==> src/tusa_pkg.sv <==
package tusa_pkg;

	localparam int UNITS_DEF   = 16;
	localparam int TEX_IDS_DEF = 256;
	localparam int CFG_W       = 5;
	localparam int TAG_W       = 8;
	localparam int UNIT_W      = 4;
	localparam int STATUS_W    = 3;
	localparam logic [CFG_W-1:0] CFG_RESET = 5'd16;

	localparam logic FUNC_REG  = 1'b0;
	localparam logic FUNC_BIND = 1'b1;

	localparam logic [STATUS_W-1:0] ST_HIT     = 3'd0;
	localparam logic [STATUS_W-1:0] ST_FREE    = 3'd1;
	localparam logic [STATUS_W-1:0] ST_EVICT   = 3'd2;
	localparam logic [STATUS_W-1:0] ST_UNKNOWN = 3'd3;
	localparam logic [STATUS_W-1:0] ST_NEWREG  = 3'd4;
	localparam logic [STATUS_W-1:0] ST_OLDREG  = 3'd5;

	typedef struct packed {
		logic             func;
		logic [TAG_W-1:0] tex_id;
	} req_t;

	typedef struct packed {
		logic [UNIT_W-1:0]   unit;
		logic [STATUS_W-1:0] status;
	} rsp_t;

	typedef struct packed {
		logic clear;
		logic take;
		logic look;
		logic scan;
		logic put;
	} cmd_t;

	typedef struct packed {
		logic clear_done;
		logic need_scan;
		logic scan_done;
		logic out_free;
	} sts_t;

	function automatic int active_last(input logic [CFG_W-1:0] v, input int units);
		int n;
		n = int'(v);
		if (n < 1) n = 1;
		if (n > units) n = units;
		return n - 1;
	endfunction

endpackage

==> src/tusa_ram.sv <==
module tusa_ram #(
	parameter int W     = 8,
	parameter int DEPTH = 16,
	parameter int AW    = (DEPTH > 1) ? $clog2(DEPTH) : 1
) (
	input  logic          clk,
	input  logic          we,
	input  logic [AW-1:0] waddr,
	input  logic [W-1:0]  wdata,
	input  logic [AW-1:0] raddr,
	output logic [W-1:0]  rdata
);

	logic [W-1:0] mem [DEPTH];
	logic [W-1:0] rdata_q;

	always_ff @(posedge clk) begin
		if (we) begin
			mem[waddr] <= wdata;
		end
		rdata_q <= mem[raddr];
	end

	assign rdata = rdata_q;

endmodule

==> src/tusa_ctrl.sv <==
module tusa_ctrl (
	input  logic          clk,
	input  logic          arst_n,
	input  logic          req_valid,
	output logic          req_stall,
	input  tusa_pkg::sts_t sts,
	output tusa_pkg::cmd_t cmd
);

	localparam logic [2:0] S_CLEAR = 3'd0;
	localparam logic [2:0] S_IDLE  = 3'd1;
	localparam logic [2:0] S_LOOK  = 3'd2;
	localparam logic [2:0] S_SCAN  = 3'd3;
	localparam logic [2:0] S_PUT   = 3'd4;

	logic [2:0] state_q;
	logic [2:0] state_d;

	always_comb begin
		cmd      = '0;
		state_d  = state_q;
		req_stall = 1'b1;
		unique case (state_q)
			S_CLEAR: begin
				cmd.clear = 1'b1;
				if (sts.clear_done) begin
					state_d = S_IDLE;
				end
			end
			S_IDLE: begin
				req_stall = 1'b0;
				if (req_valid) begin
					cmd.take = 1'b1;
					state_d  = S_LOOK;
				end
			end
			S_LOOK: begin
				cmd.look = 1'b1;
				state_d  = sts.need_scan ? S_SCAN : S_PUT;
			end
			S_SCAN: begin
				cmd.scan = 1'b1;
				if (sts.scan_done) begin
					state_d = S_PUT;
				end
			end
			S_PUT: begin
				if (sts.out_free) begin
					cmd.put = 1'b1;
					state_d = S_IDLE;
				end
			end
			default: begin
				state_d = S_IDLE;
			end
		endcase
	end

	always_ff @(posedge clk or negedge arst_n) begin
		if (!arst_n) begin
			state_q <= S_CLEAR;
		end else begin
			state_q <= state_d;
		end
	end

	a_take_idle: assert property (@(posedge clk) disable iff (!arst_n)
		cmd.take |-> state_q == S_IDLE)
		else $error("item taken outside idle");

	a_put_to_idle: assert property (@(posedge clk) disable iff (!arst_n)
		cmd.put |=> state_q == S_IDLE)
		else $error("put did not return to idle");

	a_scan_from_look: assert property (@(posedge clk) disable iff (!arst_n)
		$rose(cmd.scan) |-> $past(cmd.look) && $past(sts.need_scan))
		else $error("scan started without a bind lookup");

	a_stall_in_clear: assert property (@(posedge clk) disable iff (!arst_n)
		cmd.clear |-> req_stall)
		else $error("input open during clearing pass");

endmodule

==> src/tusa_dp.sv <==
module tusa_dp #(
	parameter int UNITS   = tusa_pkg::UNITS_DEF,
	parameter int TEX_IDS = tusa_pkg::TEX_IDS_DEF
) (
	input  logic                       clk,
	input  logic                       arst_n,
	input  tusa_pkg::req_t             req,
	input  logic                       cfg_we,
	input  logic [tusa_pkg::CFG_W-1:0] cfg_data,
	input  tusa_pkg::cmd_t             cmd,
	output tusa_pkg::sts_t             sts,
	output logic                       rsp_valid,
	input  logic                       rsp_stall,
	output tusa_pkg::rsp_t             rsp
);

	localparam int UW         = (UNITS > 1) ? $clog2(UNITS) : 1;
	localparam int FLAG_DEPTH = (TEX_IDS < 256) ? TEX_IDS : 256;
	localparam int FW         = $clog2(FLAG_DEPTH);

	logic [UNITS-1:0]          valid_q;
	logic [UW-1:0]             last_q;
	logic [FW-1:0]             clr_ptr_q;
	logic [tusa_pkg::TAG_W-1:0] id_q;
	logic                      func_q;
	tusa_pkg::rsp_t            res_q;
	tusa_pkg::rsp_t            rsp_q;
	logic                      rsp_valid_q;
	logic [UW-1:0]             rd_ptr_q;
	logic                      rd_act_q;
	logic [UW-1:0]             cmp_ptr_s1;
	logic                      cmp_vld_s1;
	logic                      emp_q;
	logic [UW-1:0]             emp_at_q;

	logic                       in_range;
	logic                       flag_rd;
	logic                       flag_hit;
	logic                       flag_we;
	logic [FW-1:0]              flag_waddr;
	logic                       flag_wdata;
	logic                       issue;
	logic [tusa_pkg::TAG_W-1:0] tag_rd;
	logic                       slot_vld;
	logic                       hit;
	logic                       emp_now;
	logic                       have_emp;
	logic [UW-1:0]              emp_at;
	logic [UW-1:0]              wr_ptr;
	logic                       scan_done;
	logic                       commit;
	tusa_pkg::rsp_t             look_res;
	tusa_pkg::rsp_t             bind_res;

	assign in_range = int'(id_q) < TEX_IDS;
	assign flag_hit = in_range && flag_rd;
	assign issue    = cmd.scan && rd_act_q;

	assign flag_we    = cmd.clear || (cmd.look && func_q == tusa_pkg::FUNC_REG && in_range);
	assign flag_waddr = cmd.clear ? clr_ptr_q : id_q[FW-1:0];
	assign flag_wdata = !cmd.clear;

	tusa_ram #(
		.W     (1),
		.DEPTH (FLAG_DEPTH),
		.AW    (FW)
	) u_flag_ram (
		.clk   (clk),
		.we    (flag_we),
		.waddr (flag_waddr),
		.wdata (flag_wdata),
		.raddr (req.tex_id[FW-1:0]),
		.rdata (flag_rd)
	);

	tusa_ram #(
		.W     (tusa_pkg::TAG_W),
		.DEPTH (UNITS),
		.AW    (UW)
	) u_tag_ram (
		.clk   (clk),
		.we    (commit),
		.waddr (wr_ptr),
		.wdata (id_q),
		.raddr (rd_ptr_q),
		.rdata (tag_rd)
	);

	assign slot_vld  = valid_q[cmp_ptr_s1];
	assign hit       = cmp_vld_s1 && slot_vld && (tag_rd == id_q);
	assign emp_now   = cmp_vld_s1 && !slot_vld;
	assign have_emp  = emp_now || emp_q;
	assign emp_at    = emp_now ? cmp_ptr_s1 : emp_at_q;
	assign wr_ptr    = have_emp ? emp_at : '0;
	assign scan_done = cmp_vld_s1 && (hit || (cmp_ptr_s1 == last_q));
	assign commit    = cmd.scan && scan_done && !hit;

	always_comb begin
		look_res.unit = '0;
		if (!in_range || func_q == tusa_pkg::FUNC_BIND) begin
			look_res.status = tusa_pkg::ST_UNKNOWN;
		end else if (flag_hit) begin
			look_res.status = tusa_pkg::ST_OLDREG;
		end else begin
			look_res.status = tusa_pkg::ST_NEWREG;
		end
	end

	always_comb begin
		if (hit) begin
			bind_res.unit   = tusa_pkg::UNIT_W'(cmp_ptr_s1);
			bind_res.status = tusa_pkg::ST_HIT;
		end else if (have_emp) begin
			bind_res.unit   = tusa_pkg::UNIT_W'(emp_at);
			bind_res.status = tusa_pkg::ST_FREE;
		end else begin
			bind_res.unit   = '0;
			bind_res.status = tusa_pkg::ST_EVICT;
		end
	end

	assign sts.clear_done = clr_ptr_q == FW'(FLAG_DEPTH - 1);
	assign sts.need_scan  = (func_q == tusa_pkg::FUNC_BIND) && flag_hit;
	assign sts.scan_done  = scan_done;
	assign sts.out_free   = !rsp_valid_q || !rsp_stall;

	always_ff @(posedge clk or negedge arst_n) begin
		if (!arst_n) begin
			valid_q     <= '0;
			last_q      <= UW'(tusa_pkg::active_last(tusa_pkg::CFG_RESET, UNITS));
			clr_ptr_q   <= '0;
			rd_act_q    <= 1'b0;
			cmp_vld_s1  <= 1'b0;
			emp_q       <= 1'b0;
			rsp_valid_q <= 1'b0;
		end else begin
			if (cfg_we) begin
				last_q <= UW'(tusa_pkg::active_last(cfg_data, UNITS));
			end
			if (cmd.clear) begin
				clr_ptr_q <= clr_ptr_q + 1'b1;
			end
			if (commit) begin
				valid_q[wr_ptr] <= 1'b1;
			end
			if (cmd.take) begin
				rd_act_q <= 1'b1;
			end else if (issue && rd_ptr_q == last_q) begin
				rd_act_q <= 1'b0;
			end
			cmp_vld_s1 <= issue;
			if (cmd.take) begin
				emp_q <= 1'b0;
			end else if (cmd.scan && emp_now) begin
				emp_q <= 1'b1;
			end
			if (cmd.put) begin
				rsp_valid_q <= 1'b1;
			end else if (!rsp_stall) begin
				rsp_valid_q <= 1'b0;
			end
		end
	end

	always_ff @(posedge clk) begin
		if (cmd.take) begin
			id_q     <= req.tex_id;
			func_q   <= req.func;
			rd_ptr_q <= '0;
		end else if (issue) begin
			rd_ptr_q <= rd_ptr_q + 1'b1;
		end
		if (cmd.look) begin
			res_q <= look_res;
		end else if (cmd.scan && scan_done) begin
			res_q <= bind_res;
		end
		cmp_ptr_s1 <= rd_ptr_q;
		if (cmd.scan && emp_now) begin
			emp_at_q <= cmp_ptr_s1;
		end
		if (cmd.put) begin
			rsp_q <= res_q;
		end
	end

	assign rsp_valid = rsp_valid_q;
	assign rsp       = rsp_q;

	a_look_after_take: assert property (@(posedge clk) disable iff (!arst_n)
		cmd.take |=> cmd.look)
		else $error("lookup did not follow take");

	a_cmp_in_range: assert property (@(posedge clk) disable iff (!arst_n)
		cmp_vld_s1 |-> cmp_ptr_s1 <= last_q)
		else $error("scan ran past the active units");

	a_commit_marks: assert property (@(posedge clk) disable iff (!arst_n)
		commit |=> valid_q[$past(wr_ptr)])
		else $error("claimed unit not marked valid");

	a_status_code: assert property (@(posedge clk) disable iff (!arst_n)
		rsp_valid_q |-> rsp_q.status <= tusa_pkg::ST_OLDREG)
		else $error("bad status code");

endmodule

==> src/texture_unit_slot_allocator_unit.sv <==
// channel | valid     | stall     | word            | fields
// req     | req_valid | req_stall | req  (req_t)    | func, tex_id
// rsp     | rsp_valid | rsp_stall | rsp  (rsp_t)    | unit, status
// cfg     | cfg_we    | -         | cfg_data [4:0]  | units_in_use
//
// Register and unknown words: a flag lookup, then the result word goes to the output register.
// Bind words of a registered identifier: lookup, then one active unit per cycle through the
// tag RAM read port until a hit or the last active unit, then the result word.
// Next word is taken once the previous result has entered the output register.
// arst_n clears all unit valid bits, sets 16 units and starts a clearing pass over every
// flag RAM entry with req_stall held high.
// A result word waits in the output register under rsp_stall.
module texture_unit_slot_allocator_unit #(
	parameter int UNITS   = tusa_pkg::UNITS_DEF,
	parameter int TEX_IDS = tusa_pkg::TEX_IDS_DEF
) (
	input  logic                       clk,
	input  logic                       arst_n,
	input  logic                       req_valid,
	output logic                       req_stall,
	input  tusa_pkg::req_t             req,
	output logic                       rsp_valid,
	input  logic                       rsp_stall,
	output tusa_pkg::rsp_t             rsp,
	input  logic                       cfg_we,
	input  logic [tusa_pkg::CFG_W-1:0] cfg_data
);

	tusa_pkg::cmd_t cmd;
	tusa_pkg::sts_t sts;

	tusa_ctrl u_ctrl (
		.clk       (clk),
		.arst_n    (arst_n),
		.req_valid (req_valid),
		.req_stall (req_stall),
		.sts       (sts),
		.cmd       (cmd)
	);

	tusa_dp #(
		.UNITS   (UNITS),
		.TEX_IDS (TEX_IDS)
	) u_dp (
		.clk       (clk),
		.arst_n    (arst_n),
		.req       (req),
		.cfg_we    (cfg_we),
		.cfg_data  (cfg_data),
		.cmd       (cmd),
		.sts       (sts),
		.rsp_valid (rsp_valid),
		.rsp_stall (rsp_stall),
		.rsp       (rsp)
	);

endmodule
==> config.mk <==
export PLATFORM = sky130hd
export DESIGN_NAME = texture_unit_slot_allocator_unit
export DESIGN_NICKNAME = d
export VERILOG_FILES = /design/src/tusa_pkg.sv /design/src/tusa_ram.sv /design/src/tusa_ctrl.sv /design/src/tusa_dp.sv /design/src/texture_unit_slot_allocator_unit.sv
export SDC_FILE = /design/constraint.sdc
export NUM_CORES = 1
export LEC_CHECK = 0
export ABC_AREA = 1
export BUFFER_PORTS_ARGS = -buffer_cell sky130_fd_sc_hd__buf_4
export CAP_MARGIN = 10
export CORE_MARGIN = 4
export CORE_UTILIZATION = 40
export CTS_CLUSTER_DIAMETER = 100
export CTS_CLUSTER_SIZE = 28
export DETAILED_ROUTE_END_ITERATION = 7
export HOLD_SLACK_MARGIN = 0.1
export PLACE_DENSITY = 0.56
export SYNTH_ARGS = -nofsm -noshare
export SYNTH_HDL_FRONTEND = slang
export SYNTH_SLANG_ARGS = --single-unit
export TNS_END_PERCENT = 1
==> constraint.sdc <==
create_clock -name clk -period 3.2 [get_ports clk]
set_input_delay 0.16 -clock clk [delete_from_list [all_inputs] [get_ports clk]]
set_output_delay 0.16 -clock clk [all_outputs]
set_load 0.005 [all_outputs]
======== Yosys cells after proc, flatten, opt, wreduce, memory -nomap -nowiden ========
Memory sizes are Yosys's and may differ from the RTL's. A register that Yosys moved wholly into a read port is not among the register bits.
Cells that the tools add are included.
word-level totals
  word-level logic and storage cells ...... 109
  memories ................................ 2
  flip-flop bits (word level) ............. 70
  memory bits (writable) .................. 384
  input bits .............................. 19
  output and inout port bits .............. 9
cells by class
  $add $sub $neg .......................... 3
  order comparisons ....................... 5
  reduce and logical (&&, ||, !) cells .... 26
  bitwise operators ....................... 2
  equality and inequality tests ........... 13
  multiplexer cells ....................... 41
memories
  name                 depth  width  read ports  clocked after memory_dff  write ports  RTL line        text
  u_dp.u_flag_ram.mem  256    1      1           1                         1            tusa_ram.sv:14  logic [W-1:0] mem [DEPTH];
  u_dp.u_tag_ram.mem   16     8      1           1                         1            tusa_ram.sv:14
operators by type and width
  kind                   number
  $gt A32 B6 Y1 const B  1
  $mux W32               1
  $mux W3                8
  $mux W1                21
  $mux W4                4
  $or A16 B16 Y16        1
  $pmux W3 S5            1
  $mux W7                2
  $logic_and A1 B1 Y1    12
  $lt A4 B5 Y1 const B   2
  $add A8 B1 Y8 const B  1
  $eq A4 B4 Y1           2
  $eq A8 B8 Y1           1
  $eq A8 B8 Y1 const B   1
  $mux W8                1
  $eq A3 B2 Y1 const B   2
  $ne A2 B2 Y1 const B   3
  $reduce_bool A2 Y1     3
  $logic_not A1 Y1       5
  $lt A5 B1 Y1 const B   1
  $mux W5                1
  $add A4 B1 Y4 const B  1
  $bmux W1 S4            1
  $demux W1 S4           1
  9 further kinds        13

======== Longest topological paths before layout ========
  depth in word-level cells ............... 11
  depth in mapped cells ................... 13
  gate-level depth less buffers ........... 13

======== By module ========
Synthesis repeated with hierarchy kept, for this count alone.
unflattened totals
  cell total of the unflattened synthesis .. 2145
  area, all modules ....................... 21017.7 um2
by module, submodules not included
  module                       sequential area each (um2)  cells each  area each (um2)  times used
  tusa_ram at u_dp.u_flag_ram  7707.4                      1184        11717.5          1
  tusa_ram at u_dp.u_tag_ram   4003.8                      551         5766.8           1
  tusa_dp                      1736.7                      374         3314.4           1
  tusa_ctrl                    75.1                        36          219.0            1

======== Worst setup path before layout ========
No wires, ideal clock.
  kind .................................... reg-to-reg
  from .................................... reg u_ctrl.state_q[2]
  to ...................................... mem u_dp.u_flag_ram.mem[172], enable pin
  stages on the path, launching flop included .. 12
  path buffers ............................ 3
  setup time .............................. 0.300 ns
  path slack .............................. 0.423 ns
  required time ........................... 2.900 ns
  period minus slack after synthesis ...... 2.777 ns
  data arrival time ....................... 2.478 ns
  cell sequence ........................... dfrtp_1 -> inv_2 -> nand2_2 -> buf_6 -> buf_6 -> nand2_1 -> o21ai_2 -> inv_1 -> nor2_1 -> nand2_2 -> buf_2 -> nor2_1
on the way
  word-level cells in the longest chain between the ends .. 6
  elaborated cells on any way between the ends .. 9
  classes of those cells .................. eq/ne (1); mux (5); reduce/logical (3)
ends and longest elaborated chain
  element                        RTL line         text
  start: declaration             tusa_ctrl.sv:16  logic [2:0] state_q;
  start signal: assignment       tusa_ctrl.sv:63  state_q <= state_d;
  $eq A3 B2 Y1                   tusa_ctrl.sv:23  unique case (state_q)
  $mux W1                        tusa_ctrl.sv:23
  $logic_and A1 B1 Y1            tusa_dp.sv:59    assign flag_we = cmd.clear || (cmd.look && func_q == tusa_pkg::FUNC_REG && in_range);
  $logic_or A1 B1 Y1             tusa_dp.sv:59
  $mux W1                        tusa_ram.sv:18   if (we) begin
  $mux W1 (implied by the code)  tusa_ram.sv:19   mem[waddr] <= wdata;
  end: declaration               tusa_ram.sv:14
Parallel ways exist; a longest one is shown, timed or not.

======== Final worst setup path ========
  from .................................... in cfg_data[3] in the netlist's numbering
  to ...................................... reg u_dp.last_q[2]
on the way
  word-level cells in the longest chain between the ends .. 7
ends and longest elaborated chain
  element                 RTL line                                text
  start: declaration      texture_unit_slot_allocator_unit.sv:26  input logic [tusa_pkg::CFG_W-1:0] cfg_data
  $lt A5 B1 Y1            tusa_pkg.sv:49                          if (n < 1) n = 1;
  $mux W5 *               tusa_pkg.sv:49
  $mux W32 *              tusa_dp.sv:137                          if (cfg_we) begin
  $gt A32 B6 Y1           tusa_pkg.sv:50                          if (n > units) n = units;
  $mux W4 *               tusa_pkg.sv:50
  $mux W4 *               tusa_dp.sv:137
  $sub A4 B2 Y4 *         tusa_pkg.sv:51                          return n - 1;
  end signal: assignment  tusa_dp.sv:130                          last_q <= UW'(tusa_pkg::active_last(tusa_pkg::CFG_RESET, UNITS));
  end signal: assignment  tusa_dp.sv:138                          last_q <= UW'(tusa_pkg::active_last(cfg_data, UNITS));
  end: declaration        tusa_dp.sv:22                           logic [UW-1:0] last_q;
Mark *: on every way between the ends. The rest lies on a longest branch, timed or not. The select of a mux whose other input is x is not followed.
A chain may end at the register's enable or synchronous reset.

==> metrics.md <==
| Metric | Value |
|---|---|
| Outcome | finished, final reports clean |
| Multi-input gate area | 6010 µm² |
| Async set or reset register ratio after synthesis | 7.56% |
| Buffers and inverters on the worst path | 6 |
| # rows | 82 |
| Reg2reg path depth | 13 |
| Worst Path Required | 3710 ps |
| Hold path cells | 2 |
| Clk_skew | 19.3 ps |
| Die ar. | 54500 µm² |
| Sw Share | 36.3% |
| Total global-route track usage | 19.2% |
| Clock transition at the registers of the reported paths | 120 ps |
| Ys Warns | 0 |
| Slowest cell on crit path | dlygate4sd3_1 |
| Final worst slack | 280 ps |
| Max Cap Viol | 0 |
| Syn Nets | 1995 |
| Setup Viol. Count Final | 0 |
| Hold Crit Class | in2reg |
| Post-synth EDFFs | 407 |
| IO buf count | 27 |
| DP Area | 21400 µm² |
| Synth top area share | 60.1% |
| Mean Syn Cell Area | 10.3 µm² |
| CP top delay family | buffers and inverters |
| Clk pwr share | 20.1% |
| Drt drc | 0 |
| Die Width | 234 µm |
| Post-layout nets | 2015 |
| Largest area contributor in the netlist | edfxtp_1 |
| Sequential area share after synthesis | 66.5% |
| Initial antenna violation count | 0 |
| Grt ovf | 0 |
| Fin util | 44.3% |
| CTS Sinks | 463 |
| Largest family of logic cells by synthesized area | simple AND/OR/NAND/NOR gates |
| Layout cell share with drive strength beyond 1 | 9.32% |
| Area grow syn2layout | 9.25% |
| Post-route cell area | 22200 µm² |
| Top cells by count, synth | 414 x nand2_1, 407 x edfxtp_1, 368 x nor2_1 |
| CTS H-tree depth | 1 |
| Netlist cell types | 46 |
| Comb power frac | 29.3% |
| P_sw | 5.64 mW |
| Total Power | 15.5 mW |
| Vias in the first global route | 13800 |
| Fin crit share | 91.2% |
| Worst VDD drop | 534 µV |
| FILL cells | 4823 |
| Clock Latency Late Sink | 560 ps |
| Clk buf depth | 3 |
| Sum Neg Setup Slack | 0 ps |
| Final Critical Period | 2920 ps |
| Post-Synth Simple-Gate Area | 24.2% |
| First-pass GRT wire length | 81300 µm |
| Fraction of the mapped netlist area in adder cells | 0.185% |
| Worst Setup End Kind | flip-flop |
| Internal | 9.88 mW |
| Initial Utilization | 40.6% |
| Slew Limit Fails | 0 |
| Drt initial violations | 1268 |
| Unrepaired setup endpoints after global routing | false |
| Post-synth top flop | edfxtp_1 |
| Antenna viol nets, final | 0 |
| Wirelength, routed | 52900 µm |
| Syn Inst Count | 1973 |
| ANT cells | 0 |
| Via count | 14300 |
| DIE HEIGHT | 234 µm |
| CTS tree | yes |
| Detailed Routing Iterations Pass 1 | 5 |
| I/O pins | 28 |
| Dpl ws | 272 ps |
| Most numerous cell in the Yosys netlist | nand2_1 |
| Yosys reg bits | 463 |
| CP Depth | 12 |
| Relative slew margins | 31.3% |
| DPL Wire Length | 33000 µm |
| Critical Path AT | 3430 ps |
| Vias/cell | 5.34 |
| Max FO, Critical Path | 2 |
| Worst Tran Pin Value | 1030 ps |
| Xor/xnor share of the synthesized area | 0.560% |
| Multiplexer share of the synthesized area | 0% |
| Crit Path Category | in2reg |
| Startpoint Class | input port |
| Post-synthesis compound-gate area fraction | 4.45% |
| Static Leak | 7.84 nW |
| Most used cell, CP | dlygate4sd3_1 |
| Routability cong. | 0.885 |
| Largest net degree at the start of global routing | 130 |
| CTS buffer count | 20 |
| Synth area leaders | edfxtp_1 60%, nand2_1 7.6%, nand3_1 7.2% |
| Core area | 50200 µm² |
| CTS Root Cell | clkbuf_16 |
| Seq pwr share | 50.7% |
| Final hold violations | 0 |
| Seq. cell area | 13500 µm² |
| Worst path cell trace | dlygate4sd3_1, buf_4, nor4_2, nor2_1, dlygate4sd3_1, nor2_1, dlygate4sd3_1, inv_1, ha_1, xor2_1, o21ai_0, dlygate4sd3_1 |
| WL/cell | 19.8 µm |
| Cell Pwr Density | 699 nW/µm² |
| Fmax | 342 MHz |
| Max stage delay on crit path | 580 ps |
| Synth Cell Area | 20300 µm² |
## registers in the layout, indices dropped and copies added, names as in the netlist
| signal | cells |
|---|---|
| u_dp.emp_q | 1 |
| u_dp.u_flag_ram.mem | 256 |
| u_dp.u_tag_ram.mem | 128 |
| u_dp.rsp_valid | 1 |
| u_dp.rsp | 7 |
| u_dp.emp_at_q | 4 |
| u_dp.res_q | 7 |
| u_dp.cmp_vld_s1 | 1 |
| u_dp.cmp_ptr_s1 | 4 |
| u_dp.id_q | 8 |
| u_dp.u_tag_ram.rdata | 8 |
| u_dp.func_q | 1 |
| u_dp.valid_q | 16 |
| u_dp.rd_ptr_q | 4 |
| u_dp.u_flag_ram.rdata | 1 |
| u_dp.rd_act_q | 1 |
| u_dp.last_q | 4 |
| u_dp.clr_ptr_q | 8 |
| u_ctrl.state_q | 3 |
## worst paths after layout
kind	end	start	slack, ps
max	u_dp.last_q[2]$_DFFE_PN1P_	cfg_data[3]	280
max reg2reg	u_dp.u_tag_ram.mem[9][6]$_DFFE_PP_	u_dp.cmp_ptr_s1[0]$_DFF_P_	360
min	u_dp.id_q[2]$_DFFE_PP_	req[2]	290
max in group asynchronous	u_dp.valid_q[15]$_DFFE_PN0P_	arst_n	2310
min in group asynchronous	u_dp.clr_ptr_q[4]$_DFFE_PN0P_	arst_n	510
min reg2reg	u_dp.rsp[0]$_DFFE_PP_	u_dp.res_q[0]$_DFFE_PP_	440
## cells by family (layout without fill, tap and decap cells)
group | Yosys count | in the layout
DFF | 463 | 463
adders and majority gates | 3 | 3
AOI/OAI and AO/OA | 146 | 146
buffers and inverters | 201 | 235
xor gates and xnor gates | 13 | 13
and+or+nand+nor | 1147 | 1147
## final cells by class
type	count	area share (%)
multi-input cells	1309	27.0
clock inverters	2	0.0619
well taps	672	3.78
repair buffers	114	4.20
clock buffers	34	2.63
inverters	85	1.45
flip-flops and latches	463	60.9
## placed cells by master, fill, tap and decap left out, types with 22 or more instances in the layout
| cell type | instances |
|---|---|
| nand2_1 | 414 |
| edfxtp_1 | 407 |
| nor2_1 | 368 |
| nand3_1 | 294 |
| buf_4 | 91 |
| o21ai_0 | 76 |
| inv_1 | 72 |
| dfrtp_1 | 31 |
| o221ai_1 | 22 |
| nor2_2 | 22 |
## per-layer routing
metal	track usage [%]	share of wire [%]	up-vias
li1	-	-	6782
met1	26.7	44	7044
met2	32.8	48	405
met3	1.80	4.9	74
met4	4.51	2.4	0
met5	0	0	-
## worst register-to-register path: cells and delay by family, from the launching register on
family                 cells  cell delay, ps
buffers and inverters      2             330
DFF                        1             490
and+or+nand+nor           11            1740
## power groups by stage
| stage | Combinational (mW) | Sequential [mW] | Clock, mW |
|---|---|---|---|
| global route | 5.00 | 7.90 | 3.40 |
| CTS | 4.54 | 7.86 | 3.21 |
| detailed placement | 4.51 | 8.00 | 0 |
| floorplan | 2.98 | 7.91 | 0 |
| global placement | 4.44 | 7.99 | 0 |
| finish | 4.54 | 7.87 | 3.12 |
## metrics by stage
step	std cells	hold slack (ps)
floorplan	1973	-136
global placement	2621	139
detailed placement	2621	147
CTS	2679	244
global route	2679	288
finish	2679	287
## repair_timing
item / in CTS / in global routing
endpoints found under the setup margin: 0 / 65
buffers inserted: 0 / 0
resized for setup: 0 / 2
hold buffers: 22 / 0
endpoints found under the hold margin: 58 / 0
(Power assumes the default switching activity.)
